[config.mk]
export PLATFORM = sky130hd
export DESIGN_NAME = ptw_cfg
export DESIGN_NICKNAME = d
export VERILOG_FILES = /design/src/hw/rtl/ptw_pkg.sv /design/src/hw/rtl/ptw_cfg.sv
export SDC_FILE = /design/constraint.sdc
export NUM_CORES = 1
export LEC_CHECK = 0
export ABC_AREA = 1
export BUFFER_PORTS_ARGS = -buffer_cell sky130_fd_sc_hd__clkbuf_2
export CORE_MARGIN = 4
export CORE_UTILIZATION = 40
export DETAILED_ROUTE_END_ITERATION = 7
export PLACE_DENSITY_LB_ADDON = 0.08
export SLEW_MARGIN = 10
export SYNTH_ARGS = -nofsm -noshare
export SYNTH_HDL_FRONTEND = slang
export SYNTH_SLANG_ARGS = --single-unit
[constraint.sdc]
create_clock -name aclk -period 0.8 [get_ports aclk]
set_input_delay 0.08 -clock aclk [delete_from_list [all_inputs] [get_ports aclk]]
set_output_delay 0.08 -clock aclk [all_outputs]
set_load 0.005 [all_outputs]
[src/hw/rtl/ptw_pkg.sv]
// ----------------------------------------------------------------------------
// ptw_pkg: shared types and constants of the page table walker
// Memory geometry, command and status codes, walker states and helpers that
// form table word indexes from a table base and a virtual address.
// ----------------------------------------------------------------------------
package ptw_pkg;

    localparam int MEM_WORDS         = 8192;
    localparam int MEM_AW            = $clog2(MEM_WORDS);
    localparam int ENTRIES_PER_TABLE = 512;
    localparam int SLOT_W            = $clog2(ENTRIES_PER_TABLE);
    localparam int TBL_W             = 40;               // address bits 51:12
    localparam int WIDX_W            = TBL_W + SLOT_W;   // full word index
    localparam int ENTRY_W           = 64;
    localparam int VA_W              = 48;
    localparam int MIDX_W            = 13;

    localparam int PRESENT_BIT   = 0;
    localparam int PAGE_SIZE_BIT = 7;

    // Register index on the configuration port; registers sit 8 bytes apart.
    localparam logic REG_ROOT_TABLE = 1'b0;

    typedef logic [TBL_W-1:0]   tbl_t;
    typedef logic [WIDX_W-1:0]  widx_t;
    typedef logic [ENTRY_W-1:0] entry_t;
    typedef logic [VA_W-1:0]    va_t;

    typedef enum logic [1:0] {
        CMD_LOAD      = 2'd0,
        CMD_TRANSLATE = 2'd1,
        CMD_TEST      = 2'd2,
        CMD_CLEAR     = 2'd3
    } cmd_t;

    typedef enum logic [1:0] {
        ST_OK           = 2'd0,
        ST_NOT_PRESENT  = 2'd1,
        ST_OUT_OF_RANGE = 2'd2
    } status_t;

    typedef enum logic [1:0] {
        S_IDLE,
        S_LOOKUP,
        S_WRITE,
        S_DONE
    } walk_state_t;

    typedef struct packed {
        status_t     status;
        logic [1:0]  level;
        entry_t      entry;
        entry_t      masked;
        logic        huge;
    } res_t;

    // Table slot of a virtual address at a given level.
    function automatic logic [SLOT_W-1:0] slot_of(input va_t va, input logic [1:0] lvl);
        logic [SLOT_W-1:0] s;
        case (lvl)
            2'd0:    s = va[47:39];
            2'd1:    s = va[38:30];
            2'd2:    s = va[29:21];
            default: s = va[20:12];
        endcase
        return s;
    endfunction

    // The table byte address has zero low bits, so the word index is the
    // table frame number followed by the slot.
    function automatic widx_t word_index(input tbl_t tbl, input logic [SLOT_W-1:0] slot);
        return {tbl, slot};
    endfunction

    function automatic logic in_memory(input widx_t widx);
        return widx < WIDX_W'(MEM_WORDS);
    endfunction

endpackage

[src/hw/rtl/ptw_cfg.sv]
// ----------------------------------------------------------------------------
// ptw_cfg: configuration register port
// APB-style slave that holds the root table address register.
// ----------------------------------------------------------------------------
module ptw_cfg
    import ptw_pkg::*;
(
    input  logic        aclk,
    input  logic        aresetn,
    input  logic        psel,
    input  logic        penable,
    input  logic        pwrite,
    input  logic [3:0]  paddr,
    input  logic [63:0] pwdata,
    output logic [63:0] prdata,
    output logic        pready,
    output tbl_t        root_tbl
);

    logic [51:0] root_reg;
    logic [51:0] root_next;
    logic        wr_root;

    assign pready  = 1'b1;
    assign wr_root = psel && penable && pwrite && (paddr[3] == REG_ROOT_TABLE);

    always_comb begin
        root_next = root_reg;
        if (wr_root) begin
            root_next = pwdata[51:0];
        end
    end

    always_ff @(posedge aclk) begin
        if (!aresetn) begin
            root_reg <= '0;
        end else begin
            root_reg <= root_next;
        end
    end

    assign prdata   = (paddr[3] == REG_ROOT_TABLE) ? {12'b0, root_reg} : 64'b0;
    assign root_tbl = root_reg[51:12];

endmodule

# Word level (Yosys, flattened, before mapping)
# Index checks and enable logic that the tools add are counted.
[totals]
ff_bits = 52
input_bits = 73
[op_classes]
n_mux = 1
n_bitwise = 1
reduce_logical = 3
[op_table]
columns = ["op", "n"]
rows = [
  ["52-bit two-way mux", 1],
  ["1-bit logical AND", 3],
  ["1-bit NOT", 1],
]

# Logic depth before layout (Yosys ltp)
# Gate-level depths: netlist of the first run.
[logic_depth]
ltp_word = 3
mapped_depth = 7
depth_no_buf = 5

# Least setup slack after synthesis of the first run
# No wires, ideal clock.
[synth_path]
path_type = "input to register"
startpoint = "input port paddr[3]"
endpoint = "register root_reg[12]"
t_arrival_ps = 716
setup_slack_ps = -29
path_stages = 6
n_path_buf = 2
cell_sequence = "buf_4 -> nor2_4 -> buf_2 -> nand3_1 -> nand2_1 -> nor2_1"
[synth_via]
elab_chain_cells = 2
[synth_lines]
columns = ["element", "line_no", "rtl"]
rows = [
  ["start, declared", "ptw_cfg.sv:13", "input logic [3:0] paddr,"],
  ["1-bit NOT", "--", ""],
  ["1-bit logical AND", "ptw_cfg.sv:25", "assign wr_root = psel && penable && pwrite && (paddr[3] == REG_ROOT_TABLE);"],
  ["end signal, assigned", "ptw_cfg.sv:38", "root_reg <= root_next;"],
  ["end, declared", "ptw_cfg.sv:20", "logic [51:0] root_reg;"],
]
# Every way passes these cells.
# A chain may end at the register's enable or synchronous reset.

# Worst setup path in the final report of the first run
[layout_path]
startpoint = "register root_reg[6]"
endpoint = "output port prdata[6]"
[layout_via]
elab_chain_cells = 1
[layout_lines]
columns = ["element", "line_no", "rtl"]
rows = [
  ["52-bit two-way mux", "ptw_cfg.sv:42", "assign prdata = (paddr[3] == REG_ROOT_TABLE) ? {12'b0, root_reg} : 64'b0;"],
  ["end, declared", "ptw_cfg.sv:15", "output logic [63:0] prdata,"],
]
# Every way passes these cells.

==> out/metrics.cfg, run 1 <==
[timing]
rsz0062_at_grt=yes
timing.final.crit_share_pct=124.3
finalHoldViolCount=0
maxSlewViolCount=0
worst_slack_ns=-0.1943
finalClockSkew_ns=0
period_needed_ns=0.9943
timing.fmax_mhz=1006
finalSetupViolations=92

[flow_run]
cap_violations=0

[yosys]
synth_compound_area_share_pct=0
yosysSeqAreaShare_pct=33.74
synthDistinctLibCells=15
synth_xor_xnor_area_share_pct=0
synth_area_per_cell_um2=6.110
synth-seq-cells=52
yosys.area_share.adder_pct=0
synth_area_um2=3085
synth_top_family_by_area=simple AND/OR/NAND/NOR gates
netlist_instances=505
yosys_warnings=0
synth_mux_area_share_pct=0
yosys.area_share.simple_pct=35.08

[global_route]
grt_first_pass_wirelength_um=11910
grt_max_degree=31
grt_overflow_total=0
grtUsageTotal_pct=16.27
antenna_found_initial=0
grt_pass1_vias=2592

[floorplan]
die_area_um2=9182
die_x_um=95.83
io_pins=178
design.core.area_um2=7370
initial_core_util_pct=41.87
die_y_um=95.83
rows=31

[power]
cellLeakagePower_nw=2.262
max-vdd-ir-drop_mv=0.6360
power.density_nw_per_um2=1326
power_mw=5.306

[outcome]
outcome=complete, but fails checks
violations=setup timing

[cells_and_area]
areaGrowthSynthToFinish_pct=29.64
drive_above_1_share_pct=47.41
largest_reg_flops=52
utilization_pct=54.28
finalNetCount=691
diodes=0
fillers=813
fin_area_um2=4000

[cts]
cts.root.buffer_cell=clkbuf_8
cts_inserted_buffers=5
cts_hold_buf=0
cts_tree=yes
clk_path_buf_depth=2
insertion_delay_ns=0.29
clk_pin_slew_ns=0.09
cts.sinks=52
htree_levels=2

[placed_design]
port_buffers=149
gp_congestion=0.7502
dp_hpwl_um=5627
dpl_cell_area_um2=3656

[routing]
first_pass_iters=4
ant_nets=0
routedWlPerCell_um=10.54
via_count=2961
drc=0
via_per_inst=4.130
drtIter0Drc=33
wl_um=7554

[critical_path]
cp.depth=3
cp.buffers_inverters=2
crit_required_ns=0.72
worst_path_max_delay_cell=dfxtp_2
path_cells=inv_1 -> nor2_1 -> clkbuf_2
end_kind=output port
critPathMaxStageDelay_ns=0.33
cp.arrival_ns=0.91
path_delay_family=flip-flops
worstSetupPathType=reg -> out
ff2ff_path_depth=3
cp_max_fo=2
start_kind=register
ff2ff_setup_slack_ns=0.07

[worst_hold_path]
hold_path_depth=5
hold_path.class=in -> reg

-- timing repair --
| item | 4_1_cts | 5_1_grt |
|---|---|---|
| buffers inserted | 3 | 7 |
| setup endpoints to repair | 92 | 92 |
| gates resized for setup | 62 | 115 |
| pin swaps | 1 | 3 |
-- final timing paths --
path | end | startpoint
setup / recovery | prdata[6] | root_reg[6]
hold / removal | root_reg[25] | pwdata[25]
setup reg to reg | root_reg[16] | root_reg[16]
hold reg to reg | root_reg[6] | root_reg[6]
-- through the flow --
stage                     setup TNS, ns  cells  hold slack (ns)  setup WS [ns]
after CTS                        -11.12    710          0.06481        -0.2060
after floorplan                       0    516           0.2989        0.01157
after global placement           -8.564    700           0.3884        -0.1207
after global routing             -15.07    717          0.08456        -0.2515
final                            -9.306    717          0.07927        -0.1943
after detailed placement         -9.217    700           0.3987        -0.1270
-- Yosys cell counts (all sizes together) --
library cell  instances  area share (%)
dfxtp                52              34
nand2                54             6.7
buf                  74              17
clkbuf                6            0.73
nand3                52             8.4
conb                  2            0.24
nor2                158              20
inv                 107              13
-- layout make-up --
class	instances	area, um^2	area share, %
Tap cell	99	123.9	3.097
Timing Repair Buffer	175	1106	27.65
Clock buffer	7	96.34	2.409
Sequential cell	52	1111	27.78
Inverter	107	401.6	10.04
Multi-Input combinational cell	277	1161	29.03
-- power breakdown --
group | internal (mW) | total [mW] | switching [mW]
registers | 2.69 | 2.77 | 0.0773
clock network | 0.772 | 1.58 | 0.805
logic | 0.461 | 0.961 | 0.500
total | 3.92 | 5.31 | 1.38
-- cells in the final DEF (no fill, tap or decap) --
cell type / instances
nor2_1: 146
clkbuf_2: 88
inv_1: 61
nand2_1: 53
nand3_1: 52
buf_2: 51
dfxtp_2: 50
inv_2: 46
buf_4: 15
buf_6: 14
conb_1: 13
nor2_2: 10
clkbuf_8: 7
buf_12: 7
dfxtp_4: 2
nand2_4: 1
nor2_8: 1
nor2_4: 1
-- cell families (layout without fill, tap and decap cells) --
logic type / count (synthesis) / after routing
simple gates: 264 / 264
buf+inv: 187 / 289
flops: 52 / 52
other cells: 2 / 13
-- worst reg2reg max path: stages, from the launching register on --
cell and delay (ns):
dfxtp_4 0.36, buf_4 0.13, nor2_1 0.09, nor2_1 0.05
-- metal layers --
metal  vias up  global-route usage [%]  share of wire (%)
met5         -                       0                  0
met4         0                   3.199               0.56
met3         4                   4.144                7.4
met2        86                   27.62                 49
met1      1276                   20.90                 43
li1       1595                       -                  -
Note: power is estimated with default switching activity, not from simulation.
==> inputs of run 2 (changes only) <==
SKIP_LAST_GASP = 1   (was default)
==> run 2 against run 1 <==
Net effect: the flow still finishes with violations (setup timing); die area unchanged; sequential power about the same; clock skew unchanged; sequential cell count unchanged; cell area decreased by 0.19%; maximum frequency about the same; utilization decreased by 0.10 points; total power about the same; global-route usage unchanged; combinational power about the same.
==> out/metrics.cfg, run 2 (synthesized netlist as in run 1, its figures left out) <==
[outcome]
outcome=complete, but fails checks
violations=setup timing

[floorplan]
die_area_um2=9182
design.core.area_um2=7370
rows=31
initial_core_util_pct=41.87
io_pins=178
die_x_um=95.83
die_y_um=95.83

[cts]
cts.root.buffer_cell=clkbuf_8
cts_hold_buf=0
clk_path_buf_depth=2
clk_pin_slew_ns=0.09
cts_tree=yes
cts.sinks=52
htree_levels=2
cts_inserted_buffers=5
insertion_delay_ns=0.29

[power]
power_frac_clock_pct=29.7
seqPwrFrac_pct=52.2
p_switching_mw=1.380
power.density_nw_per_um2=1328
power_mw=5.303
internal_power_mw=3.922
p_sw_share_pct=26.03
max-vdd-ir-drop_mv=0.6364
combPwrFrac_pct=18.1
cellLeakagePower_nw=2.262

[routing]
drtIter0Drc=32
ant_nets=0
first_pass_iters=4
via_per_inst=4.134
routedWlPerCell_um=10.55
wl_um=7563
via_count=2964
drc=0

[cells_and_area]
diodes=0
finalNetCount=691
mostFrequentLayoutCells=149 x nor2_1, 88 x clkbuf_2, 62 x inv_1
areaGrowthSynthToFinish_pct=29.40
drive_above_1_share_pct=46.76
final_common_cell=nor2_1
fillers=814
largest_reg_flops=52
fin_area_um2=3993

[global_route]
grt_first_pass_wirelength_um=11910
grtUsageTotal_pct=16.27
grt_max_degree=31
grt_pass1_vias=2592
grt_overflow_total=0
antenna_found_initial=0

[critical_path]
critPathMaxStageDelay_ns=0.33
worstSetupPathType=reg -> out
worst_path_max_delay_cell=dfxtp_2
reg2reg_to=root_reg[16]
crit_required_ns=0.72
start_kind=register
ff2ff_setup_slack_ns=0.07
end_kind=output port
ff2ff_path_depth=3
cp_max_fo=2
path_cells=inv_1 -> nor2_1 -> clkbuf_2
r2r-start=root_reg[16]
cp.arrival_ns=0.91

[worst_hold_path]
holdCritStartpoint=pwdata[25]
hold_end=root_reg[25]
hold_path.class=in -> reg
hold_path_depth=5

[timing]
finalSetupViolations=92
finalHoldViolCount=0
worst_slack_ns=-0.1942
rsz0062_at_grt=yes
maxSlewViolCount=0
timing.final.crit_share_pct=124.3
whs_ns=0.07931
setup_tns_ns=-9.348
timing.fmax_mhz=1006
period_needed_ns=0.9942
finalClockSkew_ns=0

[flow_run]
cap_violations=0

[placed_design]
gp_congestion=0.7502
dp_slack_ns=-0.1270
port_buffers=149
dp_hpwl_um=5627
dpl_cell_area_um2=3656

run 2: cell count changes in the layout (fill, tap and decap cells not counted):
cell | previous run | this run
nor2_1 | 146 | 149
inv_1 | 61 | 62
nor2_2 | 10 | 7
inv_2 | 46 | 45
run 2: area by class of cell:
class / instances / area [um^2] / area share, %
multi-input combinational: 277 / 1154 / 28.89
sequential: 52 / 1111 / 27.83
timing repair buffer: 175 / 1106 / 27.70
inverter: 107 / 401.6 / 10.06
tap: 99 / 123.9 / 3.102
clock buffer: 7 / 96.34 / 2.413
run 2: worst max-delay path by stage:
stage	startpoint	end	slack [ns]	cells past startpoint
2_1_floorplan	pwrite	root_reg[12]	0.01	6
3_3_place_gp	psel	root_reg[14]	-0.12	7
3_5_place_dp	psel	root_reg[8]	-0.13	7
4_1_cts	root_reg[46]	prdata[46]	-0.21	3
5_1_grt	root_reg[27]	prdata[27]	-0.25	3
6_report	root_reg[6]	prdata[6]	-0.19	3
run 2: through the flow:
| step | util (%) | std cells |
|---|---|---|
| after floorplan | - | 516 |
| after global placement | 49.61 | 700 |
| after detailed placement | 49.61 | 700 |
| after CTS | 52.24 | 710 |
| after global routing | 54.18 | 717 |
| final | 54.18 | 717 |
run 2: repair_timing:
| action | 4_1_cts | 5_1_grt |
|---|---|---|
| setup buffers | 3 | 7 |
| pin swaps | 1 | 3 |
| setup endpoints to repair | 92 | 92 |
| gates resized for setup | 62 | 111 |
| cloned | 0 | 0 |
run 2: worst max-delay path: cells and delay by family, from the launching register on:
kind | cells | cell delay (ns)
flip-flops | 1 | 0.33
AND/OR/NAND/NOR | 1 | 0.12
buffers and inverters | 2 | 0.16
run 2: power by group through the flow:
stage / Sequential, mW / Clock (mW) / Combinational (mW)
2_1_floorplan: 2.78 / 0 / 0.649
3_5_place_dp: 2.80 / 0 / 0.910
3_3_place_gp: 2.80 / 0 / 0.906
6_report: 2.77 / 1.58 / 0.958
4_1_cts: 2.76 / 1.66 / 0.925
5_1_grt: 2.78 / 1.81 / 1.09
run 2: routing by layer:
metal	vias up	track usage (%)	routed length [um]
li1	1595	-	-
met1	1281	20.90	3280
met2	84	27.62	3705
met3	4	4.144	536
met4	0	3.199	42
met5	-	0	0
==> inputs of run 3 (changes only) <==
--- a/config.mk
+++ b/config.mk
@@ -9,7 +9,8 @@
 export BUFFER_PORTS_ARGS = -buffer_cell sky130_fd_sc_hd__clkbuf_2
 export CORE_MARGIN = 4
-export CORE_UTILIZATION = 40
+export CORE_UTILIZATION = 44
 export DETAILED_ROUTE_END_ITERATION = 7
 export PLACE_DENSITY_LB_ADDON = 0.08
+export SETUP_SLACK_MARGIN = 0.1
 export SKIP_LAST_GASP = 1
 export SLEW_MARGIN = 10
==> constraint.sdc (replaced) <==
create_clock -name aclk -period 1.1 [get_ports aclk]
set_input_delay 0.22 -clock aclk [delete_from_list [all_inputs] [get_ports aclk]]
set_output_delay 0.22 -clock aclk [all_outputs]
set_load 0.005 [all_outputs]
==> run 3 against run 2 <==
Net effect: the flow still finishes with violations (setup timing); clock power fell by 30%; combinational power is 28% lower; sequential share of layout area rose by 0.052 points; first-iteration DRC count rose to 3.3 times the previous value; via count up 0.57%; critical path depth is the same; critical endpoint is now prdata[15].
==> out/metrics.cfg, run 3 (synthesized netlist as in run 1, its figures left out) <==
[critical_path]
cp_max_fo=2
worstSetupPathType=reg -> out
path_delay_family=flip-flops
start_kind=register
critPathMaxStageDelay_ns=0.35
path_cells=inv_2 -> nor2_1 -> buf_2
end_kind=output port
crit_required_ns=0.88
cp.buffers_inverters=2
cp.arrival_ns=0.91
worst_path_max_delay_cell=dfxtp_2

[routing]
first_pass_iters=4
via_per_inst=4.199
wl_um=7436
drtIter0Drc=105
ant_nets=0
drc=0
routedWlPerCell_um=10.47
via_count=2981

[cts]
cts.root.buffer_cell=clkbuf_8
cts.sinks=52
clk_pin_slew_ns=0.09
insertion_delay_ns=0.30
cts_tree=yes
clk_path_buf_depth=2
cts_inserted_buffers=5
htree_levels=2

[floorplan]
rows=30
design.core.area_um2=6794
die_x_um=91.74
io_pins=178
die_y_um=91.74
die_area_um2=8416
initial_core_util_pct=45.41

[placed_design]
dp_hpwl_um=5270
gp_congestion=0.7769
dpl_cell_area_um2=3642
port_buffers=149
dp_slack_ns=-0.03081
dp_cells=693

[timing]
finalClockSkew_ns=0
whs_ns=0.2183
timing.fmax_mhz=885.2
finalHoldViolCount=0
period_needed_ns=1.130
worst_slack_ns=-0.02969
maxSlewViolCount=0
rsz0062_at_grt=yes
timing.final.crit_share_pct=102.7
finalSetupViolations=7

[flow_run]
cap_violations=0

[power]
p_sw_share_pct=26.35
max-vdd-ir-drop_mv=0.4302
p_switching_mw=1.001
internal_power_mw=2.798
cellLeakagePower_nw=2.213
power_frac_clock_pct=28.9
combPwrFrac_pct=18.3
power.density_nw_per_um2=953.1
seqPwrFrac_pct=52.9

[outcome]
outcome=complete, but fails checks
violations=setup timing

[cells_and_area]
areaGrowthSynthToFinish_pct=29.16
diodes=0
fillers=719
mostFrequentLayoutCells=138 x nor2_1, 96 x clkbuf_2, 79 x inv_1
drive_above_1_share_pct=45.11
fin_cells=710
largest_reg_flops=52
finalNetCount=686
fin_area_um2=3985
final_common_cell=nor2_1

[global_route]
grt_first_pass_wirelength_um=12060
grt_max_degree=53
grtUsageTotal_pct=17.22
antenna_found_initial=0
grt_overflow_total=0
grt_pass1_vias=2674

[worst_hold_path]
hold_path.class=in -> reg

-- run 3: timing repair --
action | CTS | global route
endpoints found under the setup margin | 91 | 90
hold buffers | 0 | 0
pin swaps | 16 | 28
gates resized for setup | 60 | 100
buffers inserted | 4 | 5
hold endpoints to repair | 0 | 0
-- run 3: power by group through the flow --
stage / clock, mW / sequential, mW / combinational [mW]
CTS: 1.15 / 2.01 / 0.663
detailed placement: 0 / 2.04 / 0.649
global placement: 0 / 2.03 / 0.643
finish: 1.10 / 2.01 / 0.694
global route: 1.21 / 2.02 / 0.789
floorplan: 0 / 2.03 / 0.462
-- run 3: area by class of cell --
class,count,area [um^2],area share [%]
sequential,52,1111,27.88
timing repair buffer,170,1086,27.25
multi-input combinational,277,1176,29.51
clock buffer,8,90.09,2.261
inverter,107,401.6,10.08
tap,96,120.1,3.014
-- run 3: path summary, 6_finish.rpt --
path	startpoint	to	slack, ns	depth (start not counted)
min reg2reg	root_reg[11]	root_reg[11]	0.48	2
max	root_reg[15]	prdata[15]	-0.03	3
min	pwdata[6]	root_reg[6]	0.22	5
max reg2reg	root_reg[15]	root_reg[15]	0.30	4
-- run 3: through the flow --
step | utilization (%) | setup TNS [ns] | total power [mW]
global route | 58.66 | -2.649 | 4.022
detailed placement | 53.61 | -0.6551 | 2.688
finish | 58.66 | -0.06044 | 3.798
global placement | 53.61 | -0.5115 | 2.678
CTS | 56.37 | -0.5828 | 3.816
floorplan | - | 0 | 2.488
-- run 3: tightest hold or removal path, stage by stage --
cell,delay [ns]
clkbuf_2,0.08
inv_1,0.04
nand3_1,0.07
nand2_1,0.06
nor2_1,0.03
-- run 3: metal layers --
layer | up-vias | wire (um) | GRT usage [%] | part of all wire [%]
met5 | - | 0 | 0 | 0
met4 | 0 | 133 | 5.446 | 1.8
met3 | 10 | 577 | 4.594 | 7.8
met2 | 109 | 3582 | 30.74 | 48
met1 | 1273 | 3143 | 19.93 | 42
li1 | 1589 | - | - | -
